[src/rtl/tqf_pkg.sv]
// Shared types, sizes and codes of the three-queue FIFO cache.
package tqf_pkg;

    localparam int CAPACITY       = 64;
    localparam int GHOST_DEPTH    = 64;
    localparam int KEY_BITS       = 32;
    localparam int DATA_BITS      = 32;
    localparam int COUNT_BITS     = 4;
    localparam int SLOT_IDX_BITS  = (CAPACITY > 1) ? $clog2(CAPACITY) : 1;
    localparam int CNT_BITS       = $clog2(CAPACITY + 1);
    localparam int GHOST_IDX_BITS = (GHOST_DEPTH > 1) ? $clog2(GHOST_DEPTH) : 1;
    localparam int GCNT_BITS      = $clog2(GHOST_DEPTH + 1);
    localparam int CFG_BITS       = 7;
    localparam int OCC_BITS       = 7;

    typedef enum logic [1:0] {
        OP_GET      = 2'd0,
        OP_PUT      = 2'd1,
        OP_REMOVE   = 2'd2,
        OP_CONTAINS = 2'd3
    } op_t;

    typedef enum logic [1:0] {
        CFG_SMALL_LIMIT = 2'd0,
        CFG_GHOST_LIMIT = 2'd1,
        CFG_THRESHOLD   = 2'd2,
        CFG_UNUSED      = 2'd3
    } cfg_index_t;

    typedef struct packed {
        op_t                  opcode;
        logic signed [31:0]   key;
        logic signed [31:0]   write_value;
    } req_t;

    typedef struct packed {
        logic                 hit;
        logic signed [31:0]   read_value;
        logic [OCC_BITS-1:0]  occupancy;
    } rsp_t;

    typedef struct packed {
        logic [KEY_BITS-1:0]   key;
        logic [DATA_BITS-1:0]  data;
        logic [COUNT_BITS-1:0] hits;
    } slot_entry_t;

    typedef struct packed {
        logic                     shift_en;
        logic [SLOT_IDX_BITS-1:0] shift_pos;
        logic                     push_en;
        logic [SLOT_IDX_BITS-1:0] push_pos;
        slot_entry_t              push_ent;
        logic                     upd_en;
        logic                     upd_data_en;
        logic [SLOT_IDX_BITS-1:0] upd_pos;
        logic [DATA_BITS-1:0]     upd_data;
        logic [COUNT_BITS-1:0]    upd_hits;
    } slot_cmd_t;

    typedef struct packed {
        logic                      shift_en;
        logic [GHOST_IDX_BITS-1:0] shift_pos;
        logic                      push_en;
        logic [GHOST_IDX_BITS-1:0] push_pos;
        logic [KEY_BITS-1:0]       push_key;
    } ghost_cmd_t;

endpackage

[src/rtl/tqf_ghost_cell.sv]
// One remembered key of the ghost chain; cell 0 holds the oldest key.
module tqf_ghost_cell (
    input  logic                               clk,
    input  logic [tqf_pkg::GHOST_IDX_BITS-1:0] idx,
    input  tqf_pkg::ghost_cmd_t                cmd,
    input  logic [tqf_pkg::KEY_BITS-1:0]       nxt,
    output logic [tqf_pkg::KEY_BITS-1:0]       key
);

    logic [tqf_pkg::KEY_BITS-1:0] key_reg;
    logic [tqf_pkg::KEY_BITS-1:0] key_next;

    always_comb
    begin
        key_next = key_reg;
        if (cmd.shift_en && (idx >= cmd.shift_pos))
        begin
            key_next = nxt;
        end
        else if (cmd.push_en && (idx == cmd.push_pos))
        begin
            key_next = cmd.push_key;
        end
    end

    always_ff @(posedge clk)
    begin
        key_reg <= key_next;
    end

    assign key = key_reg;

endmodule

[config.mk]
export PLATFORM = sky130hd
export DESIGN_NAME = tqf_ghost_cell
export DESIGN_NICKNAME = d
export VERILOG_FILES = /design/src/rtl/tqf_pkg.sv /design/src/rtl/tqf_ghost_cell.sv
export SDC_FILE = /design/constraint.sdc
export NUM_CORES = 1
export LEC_CHECK = 0
export BUFFER_PORTS_ARGS = -buffer_cell sky130_fd_sc_hd__buf_2
export CAP_MARGIN = 20
export CORE_ASPECT_RATIO = 0.9
export CORE_MARGIN = 2
export CORE_UTILIZATION = 49
export CTS_CLUSTER_DIAMETER = 120
export CTS_CLUSTER_SIZE = 12
export DETAILED_ROUTE_END_ITERATION = 12
export PLACE_DENSITY = 0.83
export SYNTH_ARGS = -nofsm -noshare
export SYNTH_HDL_FRONTEND = slang
export SYNTH_SLANG_ARGS = --single-unit
[constraint.sdc]
create_clock -name clk -period 6.9 [get_ports clk]
set_input_delay 1.035 -clock clk [delete_from_list [all_inputs] [get_ports clk]]
set_output_delay 1.035 -clock clk [all_outputs]
set_load 0.05 [all_outputs]
==> results of run 1 <==
==> through the flow <==
step,hold slack (ps),area (um2),power (uW),utilization (%),instances
global route,1117,2983,668.7,66.87,381
global placement,1393,2850,496.5,63.90,372
detailed placement,1400,2878,501.3,64.52,373
floorplan,1287,2275,432.6,-,222
CTS,1098,2955,634.8,66.26,380
finish,1102,2983,640.5,66.87,381
==> power groups by stage <==
stage          clock [uW]  combinational (uW)  sequential [uW]
2_1_floorplan           0                94.2              338
3_3_place_gp            0                 240              256
3_5_place_dp            0                 245              256
4_1_cts               137                 246              252
5_1_grt               145                 269              254
6_report              137                 252              252
==> how the worst min path moves through the flow <==
| stage | from | end | cells past startpoint |
|---|---|---|---|
| 4_1_cts | cmd[2] | key[2]$_DFFE_PP_ | 3 |
| 5_1_grt | cmd[5] | key[5]$_DFFE_PP_ | 3 |
| 3_3_place_gp | cmd[14] | key[14]$_DFFE_PP_ | 3 |
| 2_1_floorplan | cmd[0] | key[0]$_DFFE_PP_ | 2 |
| 3_5_place_dp | cmd[2] | key[2]$_DFFE_PP_ | 3 |
| 6_report | cmd[19] | key[19]$_DFFE_PP_ | 3 |
==> kinds of logic after synthesis <==
logic type / count (synthesis) / share of synthesized area, %
xor+xnor: 6 / 2.310
compound gates: 135 / 43.51
flops: 32 / 42.24
simple gates: 5 / 1.430
fa+ha+maj: 6 / 3.300
buf+inv: 38 / 7.205
==> routing by layer <==
| layer | up-vias | wire [um] | track usage, % |
|---|---|---|---|
| met5 | - | 0 | 0 |
| met4 | 0 | 175 | 9.868 |
| met3 | 16 | 599 | 5.378 |
| met2 | 155 | 3155 | 40.63 |
| met1 | 1106 | 2788 | 36.28 |
| li1 | 1139 | - | - |
==> final cells by class <==
type                       count  area [um2]  share of cell area (%)
clock inverter                 1       5.005                  0.1678
clock buffer                   6       72.57                   2.433
multi-input combinational    152        1179                   39.51
tap                           62       77.57                   2.601
sequential                    32       960.9                   32.21
timing repair buffer         122       665.6                   22.32
inverter                       6       22.52                  0.7550
==> layout by cell type, fill, tap and decap left out <==
cell type	count
a211oi_4	1
buf_16	2
buf_2	116
buf_4	4
clkbuf_1	1
clkbuf_8	5
clkinv_2	1
edfxtp_1	32
ha_1	6
inv_1	6
nand2_1	1
nand3_1	1
nand4_1	1
nor3_2	1
nor3b_4	1
o2111ai_1	32
o211a_4	1
o211ai_1	65
o21a_1	1
o21ai_0	33
o21ai_2	1
o22ai_4	1
xnor2_1	6
==> results.cfg, run 1 <==
[critical_path]
cp.required_ps = 6800
crit_arrival_ps = 3540
cp_max_fo = 33
critPathMaxStageDelay_ps = 840
critical_path_class = input pin to flop
start_kind = input pin
cp_num_buf_inv = 1
cp_num_cells = 5
critical_path.top_delay_family = compound AO/OA/AOI/OAI gates
endpoint = key[3]$_DFFE_PP_
critPathLaunch = idx[3]
path_cells = buf_2 -> ha_1 -> nand2_1 -> o211a_4 -> o22ai_4
end_kind = flop
critPathSlowestCell = o22ai_4

[job]
max-cap-violations = 0

[synthesis]
synthFlopType = edfxtp_1
yosysTopAreaCell = edfxtp_1
ys_seq_area_share_pct = 42.24
synth_seq_cells = 32
syn_inst = 222
yosys.cell_count.top_type = o211ai_1
syn_area_um2 = 2275
synthTopCellsByCount = o211ai_1 (65), o21ai_0 (34), edfxtp_1 (32), o2111ai_1 (32), clkbuf_1 (21)
yosys_warnings = 0
ys_top_cells_by_area = edfxtp_1 (42%), o211ai_1 (21%), o2111ai_1 (12%)
avgSynthCellArea_um2 = 10.25
synth_edf_count = 32
syn-num-nets = 313
async_flop_share_pct = 0
synth_cell_types = 20
synth_top_area_share_pct = 42.24

[power]
p_leak_uw = 0.001089
clkPwrFrac_pct = 21.3
seqPwrFrac_pct = 39.4
power_frac_comb_pct = 39.3
p_int_uw = 389.0
p_sw_uw = 251.5
powerDensity_nw_per_um2 = 214.7
ir_drop_mv = 0.08495
p_sw_share_pct = 39.26

[clock_network]
cts_tree = built
clk_pin_slew_ps = 70
cts_resized = 0
htree_levels = 2
cts_made_buffers = 5
hold_buffers = 0
clk_path_buf_depth = 2
cts_sinks = 32
post_cts_buffers = 0
cts_root_buffer = clkbuf_8

[grt]
grt_first_pass_wirelength_um = 10190
antenna_found_initial = 0
grt_max_degree = 37
grt_overflow = 0
track_usage_pct = 26.30
grt_pass1_vias = 2074

[timing]
post-route-min-period_ps = 3635
post-route-period-util_pct = 52.68
worst_slack_ps = 3265
finalHoldViolations = 0
final.setup.tns_ps = 0
drv_slew = 0
fmax_mhz = 275.1
rsz0062_at_grt = no
worstMarginPinSlew_ps = 1084
setup_violations = 0
maxSlewHeadroom_pct = 27.56

[routing]
drtIter0Drc = 384
wl_um = 6718
drc_errors = 0
ant_nets = 0
vias = 2416
wire_per_inst_um = 17.63
drt_first_pass_iters = 6
vias_per_cell = 6.341

[die]
core_um2 = 4461
die-area_um2 = 5204
fp.dieW_um = 75.82
row_count = 23
io_pins = 117
initial_core_util_pct = 51.00
die_y_um = 68.64

[place]
dpl_worst_slack_ps = 2938
place_hpwl_um = 4597
place_congestion = 0.7958
numPortBuffers = 116

[hold_path]
hold_path.class = input pin to flop

[cells_and_area]
num-nets-final = 410
largest_reg_flops = 32
antenna_cells = 0
drive_gt1_share_pct = 42.01
nFillCells = 356
area_delta_synth_final_pct = 31.13

[run_status]
status = completed
No activity file was read; power rests on OpenSTA's default activity.
==> inputs of run 2 (changes only) <==
Settings changed: CORE_UTILIZATION 49 to 46, PLACE_DENSITY 0.83 to 0.78.
Clock period 6.9 ns to 3.35 ns, I/O delays scaled along.
==> results.cfg, run 2 (synthesis results as in run 1) <==
[cells_and_area]
multi_input_area_um2 = 1179
final_area_um2 = 2980
drive_gt1_share_pct = 42.50
num-nets-final = 413
layout_commonest_cell = buf_2
regArea_um2 = 960.9
largest_reg_flops = 32
antenna_cells = 0
final_cell_mix = buf_2 (116), o211ai_1 (65), o21ai_0 (33), o2111ai_1 (32), edfxtp_1 (32)
nFillCells = 398
area_delta_synth_final_pct = 31.02

[timing]
setup_violations = 0
post-route-period-util_pct = 68.15
worstMarginPinSlew_ps = 894.5
maxSlewHeadroom_pct = 40.04
rsz0062_at_grt = no
fmax_mhz = 438.0
final.setup.tns_ps = 0
drv_slew = 0
post-route-min-period_ps = 2283
finalHoldViolations = 0

[grt]
grt_overflow = 0
grt_first_pass_wirelength_um = 10420
antenna_found_initial = 0
track_usage_pct = 24.15
grt_pass1_vias = 2152
grt_max_degree = 35

[die]
die-area_um2 = 5524
initial_core_util_pct = 47.34
io_pins = 117
fp.dieW_um = 78.13
row_count = 24
core_um2 = 4805
die_y_um = 70.71

[hold_path]
min_from = cmd[12]
hold-path-endpoint = key[12]$_DFFE_PP_
hold_path.class = input pin to flop
hold_depth = 3

[routing]
drt_first_pass_iters = 5
vias = 2410
drc_errors = 0
wl_um = 6799
vias_per_cell = 6.260
ant_nets = 0
wire_per_inst_um = 17.66
drtIter0Drc = 357

[critical_path]
cp.required_ps = 3470
start_kind = input pin
cp_max_fo = 17
end_kind = flop
critical_path_class = input pin to flop
crit_arrival_ps = 2400

[clock_network]
clk_pin_slew_ps = 60
cts_resized = 0
cts_tree = built
clk_path_buf_depth = 2
post_cts_buffers = 0
cts_made_buffers = 5
cts_root_buffer = clkbuf_8
htree_levels = 2
cts_sinks = 32
hold_buffers = 0

[job]
max-cap-violations = 0

[place]
numPortBuffers = 116
place_congestion = 0.7998
place_area_um2 = 2897
place_hpwl_um = 4472

[power]
ir_drop_mv = 0.2030
p_total_uw = 1305
p_leak_uw = 0.001091
powerDensity_nw_per_um2 = 437.7

[run_status]
status = completed
-- run 2: cell count changes in the layout (fill, tap and decap cells not counted) --
cell      change
buf_12        +1
buf_16        -2
buf_8         +1
clkbuf_1      -1
clkinv_2      -1
buf_4         +3
-- run 2: how the worst max path moves through the flow --
stage / start / to / slack [ps] / cells after the start
floorplan: cmd[42] / key[0]$_DFFE_PP_ / 600 / 6
global placement: idx[5] / key[5]$_DFFE_PP_ / 710 / 6
detailed placement: idx[5] / key[18]$_DFFE_PP_ / 650 / 6
CTS: idx[5] / key[23]$_DFFE_PP_ / 950 / 6
global route: idx[5] / key[7]$_DFFE_PP_ / 900 / 6
finish: idx[5] / key[29]$_DFFE_PP_ / 1070 / 6
-- run 2: layout make-up --
| class | instances | area share, % |
|---|---|---|
| Sequential cell | 32 | 32.24 |
| Multi-Input combinational cell | 152 | 39.55 |
| Timing Repair Buffer | 125 | 22.42 |
| Tap cell | 65 | 2.729 |
| Inverter | 6 | 0.7557 |
| Clock buffer | 5 | 2.309 |
-- run 2: power breakdown --
part	internal, uW	leakage (uW)	switching (uW)	total, uW
clock network	134	0.0000359	134	268
logic	153	0.000755	366	519
registers	506	0.000300	11.0	518
total	793	0.00109	512	1300
-- run 2: through the flow --
stage | utilization (%) | worst slack (ps) | hold slack [ps] | cells
after floorplan | - | 600.0 | 754.0 | 222
after global placement | 60.29 | 711.3 | 848.2 | 379
after detailed placement | 60.29 | 651.5 | 863.2 | 379
after CTS | 61.72 | 947.9 | 568.9 | 384
after global routing | 62.03 | 901.6 | 581.6 | 385
final | 62.03 | 1067 | 561.5 | 385
-- run 2: per-layer routing --
layer / global-route usage [%] / share of wire, %
met1: 32.40 / 40
met2: 38.31 / 49
met3: 5.740 / 8.6
met4: 9.162 / 2.4
met5: 0 / 0
-- run 2: worst max-delay path, cell delays in order --
cell	delay, ps
buf_2	120
ha_1	400
nor3_2	800
buf_4	340
o21ai_0	130
o211ai_1	110
