## config.mk

```make
export PLATFORM = sky130hd
export DESIGN_NAME = tqf_slot_cell
export DESIGN_NICKNAME = d
export VERILOG_FILES = /design/src/rtl/tqf_pkg.sv /design/src/rtl/tqf_slot_cell.sv
export SDC_FILE = /design/constraint.sdc
export NUM_CORES = 1
export LEC_CHECK = 0
export BUFFER_PORTS_ARGS = -buffer_cell sky130_fd_sc_hd__buf_2
export CORE_AREA = 3 3 104 106
export CTS_CLUSTER_DIAMETER = 100
export DETAILED_ROUTE_END_ITERATION = 10
export DIE_AREA = 0 0 107 109
export PLACE_DENSITY = 0.73
export SLEW_MARGIN = 20
export SYNTH_ARGS = -nofsm -noshare
export SYNTH_HDL_FRONTEND = slang
export SYNTH_SLANG_ARGS = --single-unit
```

## constraint.sdc

```tcl
create_clock -name clk -period 13.6 [get_ports clk]
set_clock_uncertainty 0.05 [all_clocks]
set_input_delay 4.08 -clock clk [delete_from_list [all_inputs] [get_ports clk]]
set_output_delay 4.08 -clock clk [all_outputs]
set_load 0.03 [all_outputs]
```

## src/rtl/tqf_pkg.sv

```systemverilog
// Shared types, sizes and codes of the three-queue FIFO cache.
package tqf_pkg;

    localparam int CAPACITY       = 64;
    localparam int GHOST_DEPTH    = 64;
    localparam int KEY_BITS       = 32;
    localparam int DATA_BITS      = 32;
    localparam int COUNT_BITS     = 4;
    localparam int SLOT_IDX_BITS  = (CAPACITY > 1) ? $clog2(CAPACITY) : 1;
    localparam int CNT_BITS       = $clog2(CAPACITY + 1);
    localparam int GHOST_IDX_BITS = (GHOST_DEPTH > 1) ? $clog2(GHOST_DEPTH) : 1;
    localparam int GCNT_BITS      = $clog2(GHOST_DEPTH + 1);
    localparam int CFG_BITS       = 7;
    localparam int OCC_BITS       = 7;

    typedef enum logic [1:0] {
        OP_GET      = 2'd0,
        OP_PUT      = 2'd1,
        OP_REMOVE   = 2'd2,
        OP_CONTAINS = 2'd3
    } op_t;

    typedef enum logic [1:0] {
        CFG_SMALL_LIMIT = 2'd0,
        CFG_GHOST_LIMIT = 2'd1,
        CFG_THRESHOLD   = 2'd2,
        CFG_UNUSED      = 2'd3
    } cfg_index_t;

    typedef struct packed {
        op_t                  opcode;
        logic signed [31:0]   key;
        logic signed [31:0]   write_value;
    } req_t;

    typedef struct packed {
        logic                 hit;
        logic signed [31:0]   read_value;
        logic [OCC_BITS-1:0]  occupancy;
    } rsp_t;

    typedef struct packed {
        logic [KEY_BITS-1:0]   key;
        logic [DATA_BITS-1:0]  data;
        logic [COUNT_BITS-1:0] hits;
    } slot_entry_t;

    typedef struct packed {
        logic                     shift_en;
        logic [SLOT_IDX_BITS-1:0] shift_pos;
        logic                     push_en;
        logic [SLOT_IDX_BITS-1:0] push_pos;
        slot_entry_t              push_ent;
        logic                     upd_en;
        logic                     upd_data_en;
        logic [SLOT_IDX_BITS-1:0] upd_pos;
        logic [DATA_BITS-1:0]     upd_data;
        logic [COUNT_BITS-1:0]    upd_hits;
    } slot_cmd_t;

    typedef struct packed {
        logic                      shift_en;
        logic [GHOST_IDX_BITS-1:0] shift_pos;
        logic                      push_en;
        logic [GHOST_IDX_BITS-1:0] push_pos;
        logic [KEY_BITS-1:0]       push_key;
    } ghost_cmd_t;

endpackage

```

## src/rtl/tqf_slot_cell.sv

```systemverilog
// One resident entry of a queue chain; cell 0 holds the oldest entry.
module tqf_slot_cell (
    input  logic                              clk,
    input  logic [tqf_pkg::SLOT_IDX_BITS-1:0] idx,
    input  tqf_pkg::slot_cmd_t                cmd,
    input  tqf_pkg::slot_entry_t              nxt,
    output tqf_pkg::slot_entry_t              ent
);

    tqf_pkg::slot_entry_t ent_reg;
    tqf_pkg::slot_entry_t ent_next;

    always_comb
    begin
        ent_next = ent_reg;
        if (cmd.shift_en && (idx >= cmd.shift_pos))
        begin
            // close the gap: take the younger neighbor
            ent_next = nxt;
        end
        else if (cmd.push_en && (idx == cmd.push_pos))
        begin
            ent_next = cmd.push_ent;
        end
        else if (cmd.upd_en && (idx == cmd.upd_pos))
        begin
            ent_next.hits = cmd.upd_hits;
            if (cmd.upd_data_en)
            begin
                ent_next.data = cmd.upd_data;
            end
        end
    end

    always_ff @(posedge clk)
    begin
        ent_reg <= ent_next;
    end

    assign ent = ent_reg;

endmodule

```

==> results of run 1 <==
==> cell type report <==
class                   count  area [um2]  share of cell area [%]
clock buffers               9         124                    2.33
well taps                 133         166                    3.13
clock inverters             7         114                    2.14
inverters                   6        22.5                   0.423
flip-flops and latches     68        2040                    38.4
repair buffers            275        1390                    26.2
multi-input cells         212        1460                    27.5
==> worst max-delay path: stages <==
cell and delay (ps):
buf_2 130, ha_1 310, a21oi_1 200, a21bo_2 690, or2_2 700, o21ai_2 100
buf_4 290
==> placed cells by master, fill, tap and decap left out, drive strengths merged <==
cell / synthesis / final
or2: 1 / 1
xnor2: 6 / 6
and3: 1 / 1
nor4b: 1 / 1
buf: 17 / 275
clkinvlp: 0 / 1
nor3: 36 / 36
nand3: 37 / 37
mux2: 32 / 32
nand2: 1 / 1
inv: 6 / 7
clkinv: 0 / 2
a21bo: 1 / 1
a21oi: 2 / 2
or4b: 1 / 1
a221o: 1 / 1
nor4: 1 / 1
edfxtp: 68 / 68
ha: 6 / 6
a31oi: 36 / 36
nand4: 1 / 1
nor3b: 1 / 1
xor2: 6 / 6
o211a: 1 / 1
clkbuf: 13 / 9
o21ai: 37 / 37
bufinv: 0 / 3
o211ai: 1 / 1
nor2: 1 / 1
a211o: 1 / 1
==> layer usage <==
layer	vias up	GRT usage [%]	share of wire [%]
met5	-	0	0.10
met4	2	7.67	1.8
met3	21	4.62	7.9
met2	218	37.9	54
met1	1702	24.0	37
li1	1741	-	-
==> worst max path at each step <==
stage          endpoint  depth (start not counted)
2_1_floorplan   ent[36]                          5
3_3_place_gp    ent[63]                          7
3_5_place_dp    ent[21]                          7
4_1_cts         ent[26]                          7
5_1_grt         ent[19]                          7
6_report        ent[54]                          7
==> metrics by stage <==
| stage | utilization, % | instances | instance area (um2) |
|---|---|---|---|
| 4_1_cts | 54.0 | 710 | 5320 |
| 2_1_floorplan | - | 316 | 3680 |
| 5_1_grt | 54.0 | 710 | 5320 |
| 6_report | 54.0 | 710 | 5320 |
| 3_3_place_gp | 51.6 | 694 | 5090 |
| 3_5_place_dp | 51.6 | 694 | 5090 |
==> power groups by stage <==
stage               clock (mW)  combinational [mW]  sequential (mW)
CTS                      0.203               0.180            0.272
detailed placement           0               0.179            0.276
floorplan                    0              0.0564            0.329
global placement             0               0.176            0.276
global route             0.212               0.191            0.274
finish                   0.198               0.178            0.272
==> logic make-up (layout without fill, tap and decap cells) <==
kind of cell | count (synthesis) | count (layout) | share of synthesized area, %
compound gates | 80 | 80 | 12.8
xor+xnor | 12 | 12 | 2.86
simple gates | 82 | 82 | 11.9
buf+inv | 36 | 297 | 5.13
mux | 32 | 32 | 9.79
flops | 68 | 68 | 55.5
fa+ha+maj | 6 | 6 | 2.04
==> run metrics, run 1 <==
status=completed; final WL=~13 mm; row cnt=36; Peak VDD IR=61.3 uV; Yosys reg bits=~70; Hold EP=ent[42]; maximum root-to-sink buffer count=2; pre-CTS setup slack=6710 ps; Yosys cell types=34; fmax=between 0.15 and 0.2 GHz; Final Total Pwr=648 uW; Die Area=0.0117 mm2; CTS buffer count=9; Hold Crit Class=in -> reg; syn_nets=523; first-pass GRT wire length=roughly 19 mm; Synth Instances=316; Final Wtd Congestion=between 0.8 and 0.9; CTS root buf=clkbuf_8; Nets=779; maxcap violations=0; vias in the first global route=3613; max-slew violations=0; critical path type=in -> reg; relative slew slack=39.8%; synth cell count leaders=68 x edfxtp_1, 37 x nand3_1, 36 x a31oi_1, 36 x nor3_1, 29 x mux2_2; Worst-path clk slew=80 ps; DP HPWL=9.89 mm; clk sinks=68; startpoint types=primary input; CTS tree=done; Syn Area/Cell=11.6 um2; worst hold slack=3990 ps; Layout area overhead=44.7%; wire per inst=18.1 um; RSZ-0062 raised after global routing=false; share of the synthesized area in the top cell type=55.5%; Die Span X=107 um; post-route ant nets=0; initial drt markers=330; antenna violations before repair=1; cell with the most instances after synthesis=edfxtp_1; P per Cell Area=122 mW/mm2; Comb power frac=approximately 28%; Die Height=109 um; Vias/cell=5.19; WP data arrival=about 6500 ps; PostCTS Resize Cnt=0; PortBufs=268; setup tns final=0 ps; sequential fraction of the synthesis area=between 50 and 60%; grt total ovfl=0; asr flop ratio synth=0%; Crit path required time=between 10000 and 15000 ps; hold depth=2; first-pass iteration count of the detailed router=5; Sw Ratio=31.1%; # H-tree levels=3; number of fill cells in the layout=between 900 and 1k; crit path capture type=flip-flop; core area=slightly below 0.01 mm2; io pins=269; launch point of the critical path=idx[5]; number of flops mapped to enable cells by yosys=68; Reg power frac=41.9%; Top FF cell, synth=edfxtp_1; Antenna diodes=0; vias=3684; gr usage total=20.8%; final setup fails=0; Hold Path Origin=cmd[86]; clock group share of total power=30.6%; Final Hold Violating Endpoints=0; Post-CTS Setup Bufs=0; Synth area leaders=edfxtp_1 55%, mux2_2 8.9%, a31oi_1 6.1%, nand3_1 5.0%, nor3_1 4.9%; internal cell power=447 uW; area leader, netlist=edfxtp_1; layout cell share with drive strength beyond 1=a little under three fifths; Hold Buf Count CTS=0; Switch Pwr=202 uW; Leak=2.26 nW; Mapped Area=about 0.0037 mm2; Tcrit/Tclk final=48.0%; crit-path max FO=38; Tmin final=6520 ps; Slew @ Worst Pin=902 ps; largest net degree at the start of global routing=39; Final WS setup=7080 ps; Starting Density=a little under two fifths; warning count from the yosys run=0; DRC Markers=0; max reg flops=68
Power figures use the tool's default switching activity.
==> inputs of run 2 (changes only) <==
--- a/config.mk
+++ b/config.mk
@@ -6,11 +6,11 @@
 export NUM_CORES = 1
 export LEC_CHECK = 0
 export BUFFER_PORTS_ARGS = -buffer_cell sky130_fd_sc_hd__buf_2
-export CORE_AREA = 3 3 104 106
+export CORE_AREA = 3 3 102 104
 export CTS_CLUSTER_DIAMETER = 100
 export DETAILED_ROUTE_END_ITERATION = 10
-export DIE_AREA = 0 0 107 109
-export PLACE_DENSITY = 0.73
+export DIE_AREA = 0 0 105 107
+export PLACE_DENSITY = 0.76
 export SLEW_MARGIN = 20
 export SYNTH_ARGS = -nofsm -noshare
 export SYNTH_HDL_FRONTEND = slang
==> constraint.sdc (replaced) <==
create_clock -name clk -period 6.6 [get_ports clk]
set_clock_uncertainty 0.05 [all_clocks]
set_input_delay 1.98 -clock clk [delete_from_list [all_inputs] [get_ports clk]]
set_output_delay 1.98 -clock clk [all_outputs]
set_load 0.03 [all_outputs]
==> run metrics, run 2 (synthesis results as in run 1) <==
status=completed; CTS root buf=clkbuf_8; number of fill cells in the layout=879 (-2.8%); crit path capture type=flip-flop; row cnt=36 (unchanged); PostCTS Resize Cnt=0 (unchanged); most frequent cells in the layout=268 x buf_2, 68 x edfxtp_1, 37 x nand3_1; DP HPWL=9.52 mm (-3.8%); fmax=0.222 GHz; initial drt markers=375 (+14%); Crit-path slowest cell=a21bo_2; Die Area=0.0112 mm2 (-3.7%); Multi-input gate area=0.00146 mm2 (unchanged); Final Total Pwr=1.25 mW (+93%); CTS tree=done; relative slew slack=39.0% (-0.78 points); post-route ant nets=0 (unchanged); WP buf/inv=2 (unchanged); Hold Buf Count CTS=0 (unchanged); DRC Markers=0 (unchanged); Hold Crit Class=in -> reg; critical-path cell list=buf_2 > ha_1 > a21oi_1 > a21bo_2 > or2_2 > o21ai_2 > buf_4; gr usage total=20.7% (-0.16 points); wire per inst=17.4 um (-3.8%); first-pass GRT wire length=18.0 mm (-3.0%); maxcap violations=0 (unchanged); Vias/cell=5.24 (+1.0%); crit-path max FO=38 (unchanged); Layout area overhead=43.5%; layout cell share with drive strength beyond 1=56.3% (+0.17 points); Area after DPL=0.00509 mm2 (unchanged); final setup fails=0 (unchanged); final WL=12.4 mm (-3.6%); setup tns final=0 ps (unchanged); Final Wtd Congestion=0.869 (+1.2%); PortBufs=268 (unchanged); antenna violations before repair=1 (unchanged); Slew @ Worst Pin=913 ps (+11.7 ps); Starting Density=38.2% (+0.87 points); critical path type=in -> reg; design area=0.00528 mm2 (-0.82%); Worst-path clk slew=70 ps (about the same); FF/Latch Area=0.00204 mm2 (unchanged); vias in the first global route=3565 (-1.3%); Tcrit/Tclk final=about two thirds; Crit path required time=6590 ps (-7000 ps); CTS buffer count=9 (unchanged); Die Height=107 um (-1.8%); Nets=779 (unchanged); Leak=2.24 nW (-0.98%); Final Hold Violating Endpoints=0 (unchanged); largest net degree at the start of global routing=39 (unchanged); first-pass iteration count of the detailed router=6 (+1); Peak VDD IR=114 uV (+86%); WP data arrival=4480 ps (-2040 ps); CP delay by family, top=compound AO/OA/AOI/OAI gates; commonest non-fill, non-tap cell in the layout=buf_2; startpoint types=primary input; max-slew violations=0 (unchanged); RSZ-0062 raised after global routing=false; Post-CTS Setup Bufs=0 (unchanged); CP max stage delay=730 ps (+30 ps); # H-tree levels=3 (unchanged); Die Span X=105 um (-1.9%); maximum root-to-sink buffer count=2 (unchanged); P per Cell Area=236 mW/mm2 (+94%); Tmin final=4500 ps; io pins=269 (unchanged); max reg flops=68 (unchanged); core area=0.00964 mm2 (-2.3%); grt total ovfl=0 (unchanged); vias=3727 (+1.2%); clk sinks=68 (unchanged)
[run 2: cell types whose count changed in the layout (fill, tap and decap cells not counted)]
cell,delta
bufinv_16,-2
clkinv_2,+2
clkinv_1,-1
clkinv_4,+1
clkinvlp_4,+1
diode_2,+1
inv_6,-1
[run 2: area by class of cell]
type	count	share of cell area, %
inverter	6	0.427
antenna	1	0.0474
tap	133	3.15
timing repair buffer	275	26.4
multi-input combinational	212	27.7
sequential	68	38.7
clock inverter	7	1.28
clock buffer	9	2.35
[run 2: final timing paths]
check | start | to | cells after the start
min | cmd[90] | ent[46] | 2
max | idx[5] | ent[54] | 7
[run 2: power breakdown]
group | total, mW | internal [mW] | switching, mW
clock network | 0.323 | 0.172 | 0.150
registers | 0.558 | 0.544 | 0.0132
logic | 0.368 | 0.126 | 0.242
total | 1.25 | 0.843 | 0.406
[run 2: layer usage]
layer	GRT usage, %	vias to the layer above	share of wire, %
met3	4.88	29	7.3
met5	0	-	0
met1	22.4	1752	36
met2	38.0	203	54
li1	-	1743	-
met4	9.47	0	2.7
[run 2: metrics by stage]
step                      std cells  setup WS (ps)  utilization [%]  hold slack (ps)
after floorplan                 316            844                -             2130
after global placement          694           1860             52.8             2220
after detailed placement        694           1760             52.8             2230
after CTS                       710           2120             54.8             1880
after global routing            711           1930             54.8             1870
final                           711           2100             54.8             1890
==> inputs of run 3 (changes only) <==
--- a/config.mk
+++ b/config.mk
@@ -6,11 +6,11 @@
 export NUM_CORES = 1
 export LEC_CHECK = 0
 export BUFFER_PORTS_ARGS = -buffer_cell sky130_fd_sc_hd__buf_2
-export CORE_AREA = 3 3 102 104
+export CORE_MARGIN = 3
+export CORE_UTILIZATION = 37
 export CTS_CLUSTER_DIAMETER = 100
 export DETAILED_ROUTE_END_ITERATION = 10
-export DIE_AREA = 0 0 105 107
-export PLACE_DENSITY = 0.76
+export PLACE_DENSITY = 0.77
 export SLEW_MARGIN = 20
 export SYNTH_ARGS = -nofsm -noshare
 export SYNTH_HDL_FRONTEND = slang
==> constraint.sdc (replaced) <==
create_clock -name clk -period 3.95 [get_ports clk]
set_clock_uncertainty 0.05 [all_clocks]
set_input_delay 1.185 -clock clk [delete_from_list [all_inputs] [get_ports clk]]
set_output_delay 1.185 -clock clk [all_outputs]
set_load 0.03 [all_outputs]
==> run metrics, run 3 (synthesis results as in run 1) <==
largest net degree at the start of global routing=38 (-2.6%); Switch Pwr=700 uW (+72%); P per Cell Area=399 mW/mm2 (+69%); CTS tree=done; Leak=2.26 nW (+0.78%); Antenna diodes=0 (-1); vias in the first global route=3759 (+5.4%); Die Height=106 um (-1.2%); row cnt=35 (-2.8%); Tmin final=3020 ps; # H-tree levels=3 (unchanged); final setup fails=0 (unchanged); final WL=12.9 mm (+3.9%); FF/Latch Area=0.00204 mm2 (unchanged); max-slew violations=0 (unchanged); Multi-input gate area=0.00146 mm2 (unchanged); clk sinks=68 (unchanged); fmax=0.331 GHz; most frequent cells in the layout=268 x buf_2, 68 x edfxtp_1, 37 x nand3_1; max reg flops=68 (unchanged); post-route ant nets=0 (unchanged); Starting Density=38.9% (+0.73 points); clock group share of total power=26.5% (+0.7 points); vias=3756 (+0.78%); startpoint types=primary input; Layout area overhead=44.2%; gr usage total=22.0% (+1.3 points); Final WS setup=931 ps (-1170 ps); commonest non-fill, non-tap cell in the layout=buf_2; grt total ovfl=0 (unchanged); WP data arrival=3010 ps (-1470 ps); core area=0.00946 mm2 (-1.9%); pre-CTS setup slack=557 ps (-1200 ps); Crit path required time=3940 ps (-2650 ps); PostCTS Resize Cnt=0 (unchanged); crit-path max FO=17 (-55%); Final Hold Violating Endpoints=0 (unchanged); layout cell share with drive strength beyond 1=56.6% (+0.23 points); Worst-path clk slew=80 ps (about the same); Die Area=0.0112 mm2 (-0.51%); io pins=269 (unchanged); maxcap violations=0 (unchanged); Nets=782 (+0.39%); maximum root-to-sink buffer count=2 (unchanged); hold depth=2 (unchanged); critical path type=in -> reg; Hold Buf Count CTS=0 (unchanged); CTS root buf=clkbuf_8; Tcrit/Tclk final=76.4%; Sw Ratio=33.1% (+0.54 points); Hold Path Origin=nxt[58]; RSZ-0062 raised after global routing=false; Final Total Pwr=2.12 mW (+70%); Vias/cell=5.30 (+1.1%); worst hold slack=1100 ps (-795 ps); Hold EP=ent[58]; relative slew slack=41.4% (+2.4 points); DP HPWL=9.81 mm (+3.0%); initial drt markers=268 (-29%); crit path capture type=flip-flop; Post-CTS Setup Bufs=0 (unchanged); antenna violations before repair=0 (-1); wire per inst=18.1 um (+4.2%); Hold Crit Class=in -> reg; Final Wtd Congestion=0.864 (-0.59%); Die Span X=106 um (+0.69%); CTS buffer count=9 (unchanged); number of fill cells in the layout=861 (-2.0%); PortBufs=268 (unchanged); Peak VDD IR=181 uV (+59%); Slew @ Worst Pin=879 ps (-34.3 ps); internal cell power=1.42 mW (+68%); status=completed; first-pass GRT wire length=19.1 mm (+5.9%); Comb power frac=29.3% (-0.2 points); setup tns final=0 ps (unchanged); DRC Markers=0 (unchanged); Reg power frac=44.2% (-0.5 points); first-pass iteration count of the detailed router=5 (-1)
[run 3: layer usage]
layer,track usage [%],part of all wire (%),vias up
li1,-,-,1749
met5,0,0,-
met4,6.85,2.3,0
met3,5.27,7.8,24
met1,25.5,37,1760
met2,40.0,53,223
[run 3: worst max-delay path by stage]
| stage | startpoint | end | slack, ps |
|---|---|---|---|
| floorplan | cmd[122] | ent[10] | 410 |
| CTS | idx[4] | ent[52] | 930 |
| finish | idx[4] | ent[52] | 930 |
| global placement | idx[4] | ent[42] | 640 |
| detailed placement | idx[4] | ent[47] | 560 |
| global route | idx[4] | ent[39] | 860 |
[run 3: final cells by class]
class / instances / area share [%]
Sequential cell: 68 / 38.5
Multi-Input combinational cell: 212 / 27.5
Timing Repair Buffer: 278 / 26.9
Tap cell: 129 / 3.04
Clock buffer: 10 / 2.40
Clock inverter: 6 / 1.20
Inverter: 6 / 0.424
[run 3: power by group through the flow]
stage	Sequential, mW	Combinational [mW]	Clock, mW
2_1_floorplan	1.13	0.195	0
3_3_place_gp	0.949	0.610	0
3_5_place_dp	0.953	0.622	0
4_1_cts	0.938	0.624	0.576
5_1_grt	0.943	0.663	0.616
6_report	0.936	0.621	0.561
[run 3: worst max-delay path, cell delays in order]
cell and delay (ps):
buf_2 130, xor2_1 170, or4b_1 570, o21ai_2 710
buf_12 240
[run 3: through the flow]
stage	cells	cell area [um2]	utilization [%]
after floorplan	316	3680	-
after global placement	693	5120	54.1
after detailed placement	693	5120	54.1
after CTS	709	5310	56.1
after global routing	709	5310	56.1
final	709	5310	56.1
